$ cat src/hdl/ptds_pkg.sv
`timescale 1ns / 1ps

package ptds_pkg;

  // Default width of the phase timer
  localparam int TimerBitsDef = 16;

  // Width of the tick-count time limits held in configuration
  localparam int LimitW = 16;

  // Servo pulse widths in microseconds
  localparam logic [11:0] PulseStop = 12'd1500;
  localparam logic [11:0] PulseWind = 12'd2500;

  // Configuration register indexes
  localparam logic [2:0] CfgThreshold = 3'd0;
  localparam logic [2:0] CfgUpPulse   = 3'd1;
  localparam logic [2:0] CfgDownPulse = 3'd2;
  localparam logic [2:0] CfgWindSec   = 3'd3;
  localparam logic [2:0] CfgCountdown = 3'd4;
  localparam logic [2:0] CfgPostDrop  = 3'd5;
  localparam logic [2:0] CfgSettle    = 3'd6;

  // Configuration reset values
  localparam logic [9:0]  RstThreshold = 10'd50;
  localparam logic [11:0] RstUpPulse   = 12'd2000;
  localparam logic [11:0] RstDownPulse = 12'd1000;
  localparam logic [5:0]  RstWindSec   = 6'd1;
  localparam logic [15:0] RstCountdown = 16'd2000;
  localparam logic [15:0] RstPostDrop  = 16'd3000;
  localparam logic [15:0] RstSettle    = 16'd1000;

  typedef enum logic [2:0] {
    FuncTick     = 3'd0,
    FuncAutoOn   = 3'd1,
    FuncAutoOff  = 3'd2,
    FuncDrop     = 3'd3,
    FuncLift     = 3'd4,
    FuncLiftWind = 3'd5
  } func_e;

  typedef enum logic [2:0] {
    PhIdle       = 3'd0,
    PhWatch      = 3'd1,
    PhWaitClear  = 3'd2,
    PhCountdown  = 3'd3,
    PhDropSettle = 3'd4,
    PhPostDrop   = 3'd5,
    PhLiftSettle = 3'd6,
    PhWind       = 3'd7
  } phase_e;

  typedef enum logic [3:0] {
    EvNone       = 4'd0,
    EvAutoOn     = 4'd1,
    EvDetected   = 4'd2,
    EvCountStart = 4'd3,
    EvAborted    = 4'd4,
    EvDropping   = 4'd5,
    EvReturned   = 4'd6,
    EvRearming   = 4'd7,
    EvWindStart  = 4'd8,
    EvWindStop   = 4'd9,
    EvManual     = 4'd10
  } event_e;

  typedef struct packed {
    logic [9:0]  threshold;
    logic [11:0] up_pulse;
    logic [11:0] down_pulse;
    logic [5:0]  wind_sec;
    logic [15:0] countdown;
    logic [15:0] post_drop;
    logic [15:0] settle;
  } cfg_t;

  typedef struct packed {
    event_e      event_res;
    logic        auto_active;
    logic        armed;
    phase_e      phase;
    logic [11:0] wind_pulse_us;
    logic [11:0] lift_pulse_us;
  } res_t;

endpackage

$ cat src/hdl/ptds_seq.sv
`timescale 1ns / 1ps

module ptds_seq import ptds_pkg::*; #(
  parameter int TIMER_BITS = TimerBitsDef
) (
  input  logic       clk_i,
  input  logic       rst_ni,
  input  logic       step_i,
  input  logic [2:0] func_i,
  input  logic [9:0] distance_i,
  input  cfg_t       cfg_i,
  output res_t       res_o
);

  localparam int CmpW = (TIMER_BITS > LimitW) ? TIMER_BITS : LimitW;
  localparam logic [TIMER_BITS-1:0] TMax = {TIMER_BITS{1'b1}};

  phase_e                phase_q, phase_d;
  logic [TIMER_BITS-1:0] timer_q, timer_d;
  logic                  armed_q, armed_d;
  logic                  auto_q, auto_d;
  logic                  wal_q, wal_d;
  logic [11:0]           lift_q, lift_d;
  logic [11:0]           wind_q, wind_d;
  event_e                ev;

  logic [TIMER_BITS-1:0] timer_inc;
  logic [LimitW-1:0]     wind_lim;
  logic                  present;
  logic                  hit_cd, hit_post, hit_settle, hit_wind;

  // Saturating timer advance; a limit past the top is met at saturation
  function automatic logic reached(input logic [TIMER_BITS-1:0] t,
                                   input logic [LimitW-1:0] limit);
    reached = (CmpW'(t) >= CmpW'(limit)) || (t == TMax);
  endfunction

  assign timer_inc  = (timer_q == TMax) ? timer_q : timer_q + TIMER_BITS'(1);
  // Seconds to ticks: times 1024 less 16 less 8
  assign wind_lim   = {cfg_i.wind_sec, 10'd0} - LimitW'({cfg_i.wind_sec, 4'd0})
                      - LimitW'({cfg_i.wind_sec, 3'd0});
  assign present    = distance_i < cfg_i.threshold;
  assign hit_cd     = reached(timer_inc, cfg_i.countdown);
  assign hit_post   = reached(timer_inc, cfg_i.post_drop);
  assign hit_settle = reached(timer_inc, cfg_i.settle);
  assign hit_wind   = reached(timer_inc, wind_lim);

  // Next state for one transaction
  always_comb begin
    phase_d = phase_q;
    timer_d = timer_q;
    armed_d = armed_q;
    auto_d  = auto_q;
    wal_d   = wal_q;
    lift_d  = lift_q;
    wind_d  = wind_q;
    ev      = EvNone;
    if (step_i) begin
      case (func_i)
        FuncTick: begin
          case (phase_q)
            PhWatch: begin
              if (present) begin
                phase_d = PhWaitClear;
                timer_d = '0;
                ev      = EvDetected;
              end
            end
            PhWaitClear: begin
              if (!present) begin
                phase_d = PhCountdown;
                timer_d = '0;
                ev      = EvCountStart;
              end
            end
            PhCountdown: begin
              if (present) begin
                phase_d = PhWaitClear;
                timer_d = '0;
                ev      = EvAborted;
              end else if (hit_cd) begin
                lift_d  = cfg_i.down_pulse;
                armed_d = 1'b0;
                phase_d = PhDropSettle;
                timer_d = '0;
                ev      = EvDropping;
              end else begin
                timer_d = timer_inc;
              end
            end
            PhDropSettle: begin
              if (hit_settle) begin
                phase_d = auto_q ? PhPostDrop : PhIdle;
                timer_d = '0;
              end else begin
                timer_d = timer_inc;
              end
            end
            PhPostDrop: begin
              if (present) begin
                phase_d = PhWatch;
                timer_d = '0;
                ev      = EvReturned;
              end else if (hit_post) begin
                lift_d  = cfg_i.up_pulse;
                wal_d   = 1'b1;
                phase_d = PhLiftSettle;
                timer_d = '0;
                ev      = EvRearming;
              end else begin
                timer_d = timer_inc;
              end
            end
            PhLiftSettle: begin
              if (hit_settle) begin
                timer_d = '0;
                if (wal_q) begin
                  wind_d  = PulseWind;
                  phase_d = PhWind;
                  ev      = EvWindStart;
                end else begin
                  phase_d = auto_q ? PhWatch : PhIdle;
                end
              end else begin
                timer_d = timer_inc;
              end
            end
            PhWind: begin
              if (hit_wind) begin
                wind_d  = PulseStop;
                armed_d = 1'b1;
                wal_d   = 1'b0;
                phase_d = auto_q ? PhWatch : PhIdle;
                timer_d = '0;
                ev      = EvWindStop;
              end else begin
                timer_d = timer_inc;
              end
            end
            default: ;
          endcase
        end
        FuncAutoOn: begin
          if (phase_q == PhIdle) begin
            auto_d  = 1'b1;
            timer_d = '0;
            ev      = EvAutoOn;
            if (armed_q) begin
              phase_d = PhWatch;
            end else begin
              lift_d  = cfg_i.up_pulse;
              wal_d   = 1'b1;
              phase_d = PhLiftSettle;
            end
          end
        end
        FuncAutoOff: begin
          auto_d = 1'b0;
          ev     = EvManual;
          if (phase_q == PhWatch || phase_q == PhWaitClear ||
              phase_q == PhCountdown || phase_q == PhPostDrop) begin
            phase_d = PhIdle;
            timer_d = '0;
          end
        end
        FuncDrop: begin
          if (phase_q == PhIdle) begin
            lift_d  = cfg_i.down_pulse;
            armed_d = 1'b0;
            phase_d = PhDropSettle;
            timer_d = '0;
            ev      = EvManual;
          end
        end
        FuncLift, FuncLiftWind: begin
          if (phase_q == PhIdle) begin
            lift_d  = cfg_i.up_pulse;
            wal_d   = (func_i == FuncLiftWind);
            phase_d = PhLiftSettle;
            timer_d = '0;
            ev      = EvManual;
          end
        end
        default: ;
      endcase
    end
  end

  // Hold sequencer state
  always_ff @(posedge clk_i or negedge rst_ni) begin
    if (!rst_ni) begin
      phase_q <= PhIdle;
      timer_q <= '0;
      armed_q <= 1'b0;
      auto_q  <= 1'b0;
      wal_q   <= 1'b0;
      lift_q  <= PulseStop;
      wind_q  <= PulseStop;
    end else begin
      phase_q <= phase_d;
      timer_q <= timer_d;
      armed_q <= armed_d;
      auto_q  <= auto_d;
      wal_q   <= wal_d;
      lift_q  <= lift_d;
      wind_q  <= wind_d;
    end
  end

  assign res_o.lift_pulse_us = lift_d;
  assign res_o.wind_pulse_us = wind_d;
  assign res_o.phase         = phase_d;
  assign res_o.armed         = armed_d;
  assign res_o.auto_active   = auto_d;
  assign res_o.event_res     = ev;

endmodule

$ cat src/hdl/presence_triggered_drop_sequencer.sv
`timescale 1ns / 1ps

// Channel   Direction  Contents
// s_axis    in         tuser: func; tdata: distance
// m_axis    out        tdata: lift pulse, wind pulse, phase, armed, auto, event
// cfg       in         register index and write data
//
// One transaction per cycle unless output is held; results are registered.
// The output register holds a result while m_axis_tready_i is low, and
// s_axis_tready_o follows it so a new input is taken as the result leaves.
// Reset returns the sequencer to idle with servos stopped and loads register
// defaults; configuration writes are always ready.

module presence_triggered_drop_sequencer import ptds_pkg::*; #(
  parameter int TIMER_BITS = TimerBitsDef
) (
  input  logic        clk_i,
  input  logic        rst_ni,
  input  logic        s_axis_tvalid_i,
  output logic        s_axis_tready_o,
  input  logic [15:0] s_axis_tdata_i,   // [9:0] distance
  input  logic [2:0]  s_axis_tuser_i,   // [2:0] func
  output logic        m_axis_tvalid_o,
  input  logic        m_axis_tready_i,
  // [11:0] lift_pulse_us, [23:12] wind_pulse_us, [26:24] phase,
  // [27] armed, [28] auto_active, [32:29] event_res
  output logic [39:0] m_axis_tdata_o,
  input  logic        cfg_valid_i,
  output logic        cfg_ready_o,
  input  logic [2:0]  cfg_index_i,
  input  logic [15:0] cfg_data_i
);

  cfg_t cfg_q;
  res_t res, res_q;
  logic out_valid_q;
  logic in_acc;

  assign cfg_ready_o     = 1'b1;
  assign s_axis_tready_o = !out_valid_q || m_axis_tready_i;
  assign in_acc          = s_axis_tvalid_i && s_axis_tready_o;

  // Store configuration writes, masked to register width
  always_ff @(posedge clk_i or negedge rst_ni) begin
    if (!rst_ni) begin
      cfg_q.threshold  <= RstThreshold;
      cfg_q.up_pulse   <= RstUpPulse;
      cfg_q.down_pulse <= RstDownPulse;
      cfg_q.wind_sec   <= RstWindSec;
      cfg_q.countdown  <= RstCountdown;
      cfg_q.post_drop  <= RstPostDrop;
      cfg_q.settle     <= RstSettle;
    end else if (cfg_valid_i) begin
      case (cfg_index_i)
        CfgThreshold: cfg_q.threshold  <= cfg_data_i[9:0];
        CfgUpPulse:   cfg_q.up_pulse   <= cfg_data_i[11:0];
        CfgDownPulse: cfg_q.down_pulse <= cfg_data_i[11:0];
        CfgWindSec:   cfg_q.wind_sec   <= cfg_data_i[5:0];
        CfgCountdown: cfg_q.countdown  <= cfg_data_i;
        CfgPostDrop:  cfg_q.post_drop  <= cfg_data_i;
        CfgSettle:    cfg_q.settle     <= cfg_data_i;
        default: ;
      endcase
    end
  end

  ptds_seq #(
    .TIMER_BITS (TIMER_BITS)
  ) u_seq (
    .clk_i      (clk_i),
    .rst_ni     (rst_ni),
    .step_i     (in_acc),
    .func_i     (s_axis_tuser_i),
    .distance_i (s_axis_tdata_i[9:0]),
    .cfg_i      (cfg_q),
    .res_o      (res)
  );

  // Track the output register occupancy
  always_ff @(posedge clk_i or negedge rst_ni) begin
    if (!rst_ni) begin
      out_valid_q <= 1'b0;
    end else begin
      out_valid_q <= in_acc || (out_valid_q && !m_axis_tready_i);
    end
  end

  // Capture the result of each accepted transaction
  always_ff @(posedge clk_i) begin
    if (in_acc) begin
      res_q <= res;
    end
  end

  assign m_axis_tvalid_o = out_valid_q;
  assign m_axis_tdata_o  = {7'd0, res_q};

endmodule
$ cat config.mk
export PLATFORM = sky130hd
export DESIGN_NAME = presence_triggered_drop_sequencer
export DESIGN_NICKNAME = d
export VERILOG_FILES = /design/src/hdl/ptds_pkg.sv /design/src/hdl/ptds_seq.sv /design/src/hdl/presence_triggered_drop_sequencer.sv
export SDC_FILE = /design/constraint.sdc
export NUM_CORES = 1
export LEC_CHECK = 0
export ABC_AREA = 1
export ABC_CLOCK_PERIOD_IN_PS = 9110
export BUFFER_PORTS_ARGS = -buffer_cell sky130_fd_sc_hd__buf_2
export CORE_MARGIN = 3
export CORE_UTILIZATION = 66
export DETAILED_ROUTE_END_ITERATION = 6
export PLACE_DENSITY_LB_ADDON = 0.05
export SLEW_MARGIN = 10
export SYNTH_ARGS = -nofsm -noshare
export SYNTH_HDL_FRONTEND = slang
export SYNTH_HIERARCHICAL = 1
export SYNTH_SLANG_ARGS = --single-unit
$ cat constraint.sdc
create_clock -name clk_i -period 9.11 [get_ports clk_i]
set_clock_uncertainty 0.15 [all_clocks]
set_input_delay 1.822 -clock clk_i [delete_from_list [all_inputs] [get_ports clk_i]]
set_output_delay 1.822 -clock clk_i [all_outputs]
set_load 0.02 [all_outputs]
==> results of run 1 <==
==> path summary, 6_finish.rpt <==
check / start / endpoint / slack (ns)
worst max-delay path: m_axis_tready_i / u_seq/timer_q[9]$_DFFE_PN0P_ / 4.35
worst min-delay path: cfg_q[40]$_DFFE_PN1P_ / cfg_q[40]$_DFFE_PN1P_ / 0.31
worst max register to register: cfg_q[49]$_DFFE_PN0P_ / m_axis_tdata_o[18]$_DFFE_PP_ / 4.57
worst min register to register: cfg_q[40]$_DFFE_PN1P_ / cfg_q[40]$_DFFE_PN1P_ / 0.31
max in group asynchronous: rst_ni / u_seq/timer_q[10]$_DFFE_PN0P_ / 6.38
min in group asynchronous: rst_ni / u_seq/lift_q[5]$_DFF_PN0_ / 1.32
==> cells in the final DEF (no fill, tap or decap), types with 6 or more instances in the layout <==
master	n
a21oi_1	67
a21oi_2	9
a221oi_1	8
buf_2	70
clkbuf_16	17
conb_1	8
dfrtp_1	86
dfstp_2	49
edfxtp_1	33
ha_1	86
inv_1	173
nand2_1	446
nand2_2	18
nand2_4	6
nand3_1	104
nand4_1	13
nor2_1	101
nor2_2	16
nor2_4	7
nor3_1	7
o211ai_1	6
o21ai_0	64
o21bai_1	6
or2_2	6
xor2_1	12
==> Yosys cell counts, types with 2 or more instances <==
master	instances
o21ai_0	64
nand3_2	2
a211oi_1	3
nand3_4	2
buf_2	7
a21oi_1	68
a311oi_1	5
nor2_1	102
edfxtp_1	33
xnor2_1	3
nand4_1	13
nor2_4	7
a21boi_0	4
buf_6	11
o21ai_1	4
inv_1	173
a221oi_1	8
nand2_1	446
clkbuf_1	10
nand2_4	6
inv_2	5
ha_1	86
o21bai_1	6
xor2_1	12
nor2_2	15
or2_2	6
nor3_1	7
nand3_1	104
buf_4	15
a21oi_2	9
dfstp_2	49
conb_1	2
nor4_1	2
dfrtp_1	86
o211ai_1	6
nand2_2	18
==> power by group <==
| group | internal, W | leakage [nW] | switching [W] |
|---|---|---|---|
| logic | 0.000250 | 3.85 | 0.000471 |
| clock network | 0.000411 | 0.289 | 0.000321 |
| registers | 0.000925 | 1.89 | 0.0000890 |
| total | 0.00159 | 6.03 | 0.000881 |
==> metal layers <==
layer / up-vias / routed length [um] / GRT usage (%)
li1: 4680 / - / -
met1: 4497 / 11210 / 39.07
met2: 313 / 12590 / 50.08
met3: 66 / 1588 / 5.142
met4: 0 / 822 / 9.842
met5: - / 0 / 0
==> logic make-up (layout without fill, tap and decap cells) <==
kind of cell | Yosys count | in the layout | synth area share (%)
adder cells (fa/ha/maj) | 86 | 86 | 9.876
buffers and inverters | 222 | 285 | 9.003
AND/OR/NAND/NOR | 730 | 730 | 28.93
XOR/XNOR | 15 | 15 | 1.206
flip-flops | 168 | 168 | 40.66
AO/OA/AOI/OAI | 187 | 187 | 10.26
other | 2 | 8 | 0.06893
==> state kept, by name, indices dropped and copies added, names as in the netlist <==
register	cells
cfg_q	88
m_axis_tdata_o	33
m_axis_tvalid_o	1
u_seq/armed_q	1
u_seq/auto_q	1
u_seq/lift_q	12
u_seq/phase_q	3
u_seq/timer_q	16
u_seq/wal_q	1
u_seq/wind_q	12
==> final cells by class <==
cell class / count / share of cell area (%)
Clock buffer: 17 / 3.583
Clock inverter: 15 / 1.412
Sequential cell: 168 / 37.31
Inverter: 178 / 5.627
Timing Repair Buffer: 75 / 3.298
Tap cell: 216 / 2.276
Multi-Input combinational cell: 1026 / 46.49
==> through the flow <==
step / cell area (um2) / util [%] / setup WS (ns) / total power (W)
finish: 11870 / 74.21 / 4.353 / 0.002467
global route: 11870 / 74.21 / 3.997 / 0.002627
CTS: 11870 / 74.21 / 4.435 / 0.002465
detailed placement: 11280 / 70.50 / 3.974 / 0.001731
global placement: 11280 / 70.50 / 3.977 / 0.001708
floorplan: 10920 / - / 3.633 / 0.001548
==> worst reg2reg max path: cells and delay by family, from the launching register on <==
family	cells	cell delay, ns
AOI/OAI and AO/OA	5	0.90
and+or+nand+nor	12	1.34
buffers and inverters	4	0.31
xor gates and xnor gates	1	0.15
adders and majority gates	3	0.97
DFF	1	0.48
==> results.cfg, run 1 <==
[synthesis]
synth.distinct_cells = 47
synth_largest_area_cell = dfrtp_1
ys_seq_area_share_pct = 40.66
netlist_instances = 1410
synth_top_cell_area_share_pct = 19.75
synth_edf_count = 33
synth-seq-cells = 168
synth_area_mm2 = 0.01090
yosys_warnings = 6
synth.area.top_cells = dfrtp_1 (20%), nand2_1 (15%), dfstp_2 (12%)
async_flop_share_pct = 80.36
syn_area_per_cell_um2 = 7.727
ys.flop_type = dfrtp_1

[detailed_routing]
ant_nets = 0
drt_iter0_drc = 703
detail_route.wl_per_cell_um = 15.46
first_pass_iters = 5
drcViolationCount = 0
via_per_inst = 5.638
dr_total_vias = 9556
drt-total-wl_um = 26210

[timing]
final_hold_viol_count = 0
hold_ws_ns = 0.3122
fmax_mhz = 210.2
min_period_ns = 4.757
rsz0062_at_grt = no
finalSetupViolCount = 0
tightest_slew_ns = 1.151
finalMaxSlewViolations = 0
relSlewSlack_pct = 22.96
setup_tns_ns = 0
period_share_pct = 52.22

[clocking]
cts_root_buffer = clkbuf_16
h-tree-depth = 4
numCtsBuffers = 17
cts_resized = 0
post_cts_buffers = 0
path_clk_slew_ns = 0.07
clock-sinks = 168
cts.path.max_buffers = 2
cts_tree = done
ctsHoldBuffers = 0
clk_latency_ns = 0.43

[global_routing]
grt_max_degree = 94
overflow = 0
grt_pass1_vias = 9020
grt_pass1_wl_um = 43410
track_usage_pct = 29.64
grt_antenna_before_repair = 0

[worst_setup_path]
critPathSlowestCell = nor2_1
crit_arrival_ns = 4.97
path_depth = 12
crit_path_frequent_cell = inv_1
path_delay_family = simple AND/OR/NAND/NOR gates
r2r_cells = 25
path_cells = buf_2 -> inv_1 -> a21oi_4 -> buf_4 -> inv_1 -> nor2_1 -> inv_1 -> nor3_1 -> nand2_1 -> nor2_1 -> nand3_1 -> nand2_1
critPathKind = in -> reg
cp.required_ns = 9.32
crit_buf_inv = 5
end_kind = flop
max_stage_delay_ns = 1.02
cp_max_fo = 39
start_kind = primary input

[die]
io_pins = 86
die_w_um = 134.5
rows = 46
coreArea_mm2 = 0.01600
die_y_um = 134.5
start_util_pct = 68.10
dieArea_mm2 = 0.01809

[cells_and_area]
drive_gt1_share_pct = 15.55
num_antenna_cells = 0
finalNonFillerCells = 1695
final_nets = 1595
multi_input_area_mm2 = 0.005520
regArea_mm2 = 0.004431
n_fill_cell = 1292
area_growth_pct = 8.980

[min_path]
hold_path_depth = 2
hold_path.class = reg -> reg

[pwr]
p_leak_nw = 6.032
ir_worst_vdd_mv = 0.1588
pwr_density_cell_mw_per_mm2 = 207.7

[placed_design]
dp_cells = 1663
portBuffers = 71
gp_congestion = 0.9217
hpwl_um = 18850

[run]
drv_cap = 0

[run_status]
outcome = finished clean
Power figures use the tool's default switching activity.
==> run 2: changes to the inputs <==
Settings changed: ABC_AREA 1 to 0, ABC_CLOCK_PERIOD_IN_PS 9110 to 4800, CORE_UTILIZATION 66 to 61.
Clock period 9.11 ns to 4.8 ns, I/O delays scaled along.
==> run 2 against run 1 <==
  * Clock-buffer cell count is 2 higher
  * Combinational power is 140% higher
  * Synthesized cell count shrank 31%
  * Final area up 0.13%
  * Via count decreased by 16%
  * Worst setup slack worse by 4.2 ns
  * Sequential power increased by 100%
  * Die area is 2.7% higher
  * Cell count fell by 23%
  * Register-to-register slack got worse by 4.4 ns
  * Largest cell class unchanged
==> results.cfg, run 2 <==
[run_status]
outcome = finished clean

[synthesis]
syn_area_per_cell_um2 = 10.58
netlist_instances = 979
synth_top_cell_area_share_pct = 20.78
netlist_top_cells_count = dfrtp_1 (86), ha_1 (86), mux2_2 (81), inv_1 (75), a21oi_1 (64)
synth_top_family_by_area = compound AO/OA/AOI/OAI gates
synth-seq-cells = 168
synth_edf_count = 33
yosys_warnings = 6
synth.area.top_cells = dfrtp_1 (21%), dfstp_2 (12%), ha_1 (10%)
async_flop_share_pct = 80.36
synth_largest_area_cell = dfrtp_1
synth-simple-area-share_pct = 12.98
synth_area_mm2 = 0.01036
synth.distinct_cells = 81
synth_xor_area_share_pct = 1.184
synthAdderAreaFrac_pct = 10.39
ys.flop_type = dfrtp_1
muxShareOfSynthArea_pct = 10.69
ys_seq_area_share_pct = 42.78
synth_compound_area_share_pct = 16.30

[worst_setup_path]
worstReg2RegStart = cfg_q[48]$_DFFE_PN1P_
crit_arrival_ns = 4.71
start_kind = flop
cp.required_ns = 4.88
critPathKind = reg -> reg
timing.critical_path.from = cfg_q[48]$_DFFE_PN1P_
r2r_setup_slack_ns = 0.17
path_cells = inv_1 -> ha_1 -> ha_4 -> nor2b_1 -> o21ai_0 -> a21boi_0 -> o21ai_1 -> nand2b_1 -> a31oi_2 -> xnor2_1 -> ha_1 -> a21o_1 -> a21o_1 -> a221o_1 -> a211oi_2 -> buf_4 -> nand3_2 -> o31a_1 -> nor3b_1 -> o41ai_2
max_stage_delay_ns = 0.53
cp_max_fo = 4
end_kind = flop
critPathSlowestCell = dfstp_2

[cells_and_area]
layout_common_cells = dfrtp_1 (86), ha_1 (82), mux2_2 (81), inv_1 (75), buf_2 (70)
drive_gt1_share_pct = 31.23
largest_reg_flops = 88
layout_commonest_cell = dfrtp_1
area_growth_pct = 14.80
final_nets = 1208
num_antenna_cells = 0
final_cell_area_mm2 = 0.01189
top_register = cfg_q

[clocking]
cts.path.max_buffers = 2
cts_tree = done
numCtsBuffers = 17
clock-sinks = 168
ctsHoldBuffers = 0
h-tree-depth = 4
path_clk_slew_ns = 0.07
cts_root_buffer = clkbuf_16
clk_latency_ns = 0.43

[min_path]
hold_path.class = reg -> reg
min_from = cfg_q[11]$_DFFE_PN0P_

[die]
die_y_um = 136.3
dieArea_mm2 = 0.01858
coreArea_mm2 = 0.01658
io_pins = 86
rows = 47
die_w_um = 136.3
start_util_pct = 62.45

[global_routing]
grt_max_degree = 87
grt_antenna_before_repair = 0
track_usage_pct = 27.41
overflow = 0
grt_pass1_wl_um = 39880
grt_pass1_vias = 7563

[pwr]
switchingPower_w = 0.001801
seqPwrFrac_pct = 40.1
switching_share_pct = 34.98
pwr_density_cell_mw_per_mm2 = 433.2
clockPowerShare_pct = 26.6
intPower_w = 0.003349
p_leak_nw = 5.515
combPwrFrac_pct = 33.2
ir_worst_vdd_mv = 0.2939

[placed_design]
dpl_cell_area_mm2 = 0.01114
hpwl_um = 17240
portBuffers = 71
gp_congestion = 0.8849
place_ws_ns = -0.03821

[run]
drv_cap = 0

[timing]
tightest_slew_ns = 1.176
finalMaxSlewViolations = 0
fmax_mhz = 216.1
period_share_pct = 96.43
min_period_ns = 4.628
finalSetupViolCount = 0
final_hold_viol_count = 0
finalWorstSetupSlack_ns = 0.1716
relSlewSlack_pct = 21.43

[detailed_routing]
drt_iter0_drc = 777
ant_nets = 0
dr_total_vias = 8062
via_per_inst = 6.145
first_pass_iters = 6
drt-total-wl_um = 25240
detail_route.wl_per_cell_um = 19.23
drcViolationCount = 0
==> run 2: cell types whose count changed after synthesis, sizes merged, moves of 19 or more <==
| cell | delta |
|---|---|
| nand2 | -407 |
| inv | -103 |
| mux2 | +92 |
| nor2 | -83 |
| nand3 | -78 |
| o21ai | -32 |
| a21o | +19 |
==> run 2: what timing repair did <==
item / CTS / global route
pin swaps: 0 / 4
endpoints found under the setup margin: 3 / 59
resized for setup: 1 / 29
endpoints found under the hold margin: 0 / 0
setup buffers: 0 / 3
==> run 2: critical path, delay by kind of cell, from the launching register on <==
kind,cells,cell delay (ns)
buffers and inverters,2,0.23
flip-flops,1,0.53
AND/OR/NAND/NOR,4,0.49
XOR/XNOR,1,0.17
adder cells (fa/ha/maj),3,0.77
AO/OA/AOI/OAI,10,2.08
==> run 2: power groups by stage <==
stage | Sequential [W] | Combinational [W] | Clock, W
floorplan | 0.00203 | 0.00114 | 0
global placement | 0.00207 | 0.00156 | 0
detailed placement | 0.00208 | 0.00159 | 0
CTS | 0.00206 | 0.00161 | 0.00139
global route | 0.00210 | 0.00188 | 0.00146
finish | 0.00207 | 0.00171 | 0.00137
==> run 2: path summary, 6_finish.rpt <==
| check | endpoint | depth (start not counted) |
|---|---|---|
| worst max-delay path | m_axis_tdata_o[26]$_DFFE_PP_ | 20 |
| worst min register to register | cfg_q[11]$_DFFE_PN0P_ | 1 |
| max in group asynchronous | cfg_q[36]$_DFFE_PN1P_ | 2 |
| worst min-delay path | cfg_q[11]$_DFFE_PN0P_ | 1 |
| worst max register to register | m_axis_tdata_o[26]$_DFFE_PP_ | 20 |
| min in group asynchronous | u_seq/timer_q[10]$_DFFE_PN0P_ | 1 |
==> run 2: final cells by class <==
cell class,instances,area (um2)
clock buffer,19,454.2
fill,1198,4695
timing repair buffer,126,799.5
sequential,168,4431
clock inverter,13,133.9
tap,220,275.3
inverter,76,285.3
multi-input combinational,690,5510
==> run 2: stage by stage <==
step | std cells | total power (W) | TNS [ns] | util (%) | hold slack [ns]
2_1_floorplan | 985 | 0.003172 | 0 | - | 0.3208
3_3_place_gp | 1277 | 0.003631 | 0 | 67.19 | 0.3376
3_5_place_dp | 1277 | 0.003667 | -0.06448 | 67.19 | 0.3439
4_1_cts | 1309 | 0.005058 | 0 | 70.76 | 0.3587
5_1_grt | 1312 | 0.005439 | -0.06334 | 71.69 | 0.3692
6_report | 1312 | 0.005150 | 0 | 71.69 | 0.3544
==> run 2: cells by family (layout without fill, tap and decap cells) <==
family,Yosys count,count (layout)
buffers and inverters,127,234
XOR/XNOR,14,14
other,2,8
AO/OA/AOI/OAI,241,241
AND/OR/NAND/NOR,246,246
adder cells (fa/ha/maj),86,86
multiplexers,95,95
flip-flops,168,168
==> run 2: per-layer routing <==
layer,GRT usage [%],vias to the layer above,part of all wire (%)
met5,0,-,0
met4,7.167,0,0.99
met3,5.107,28,5.9
met2,41.94,306,46
met1,40.31,3926,47
li1,-,3802,-
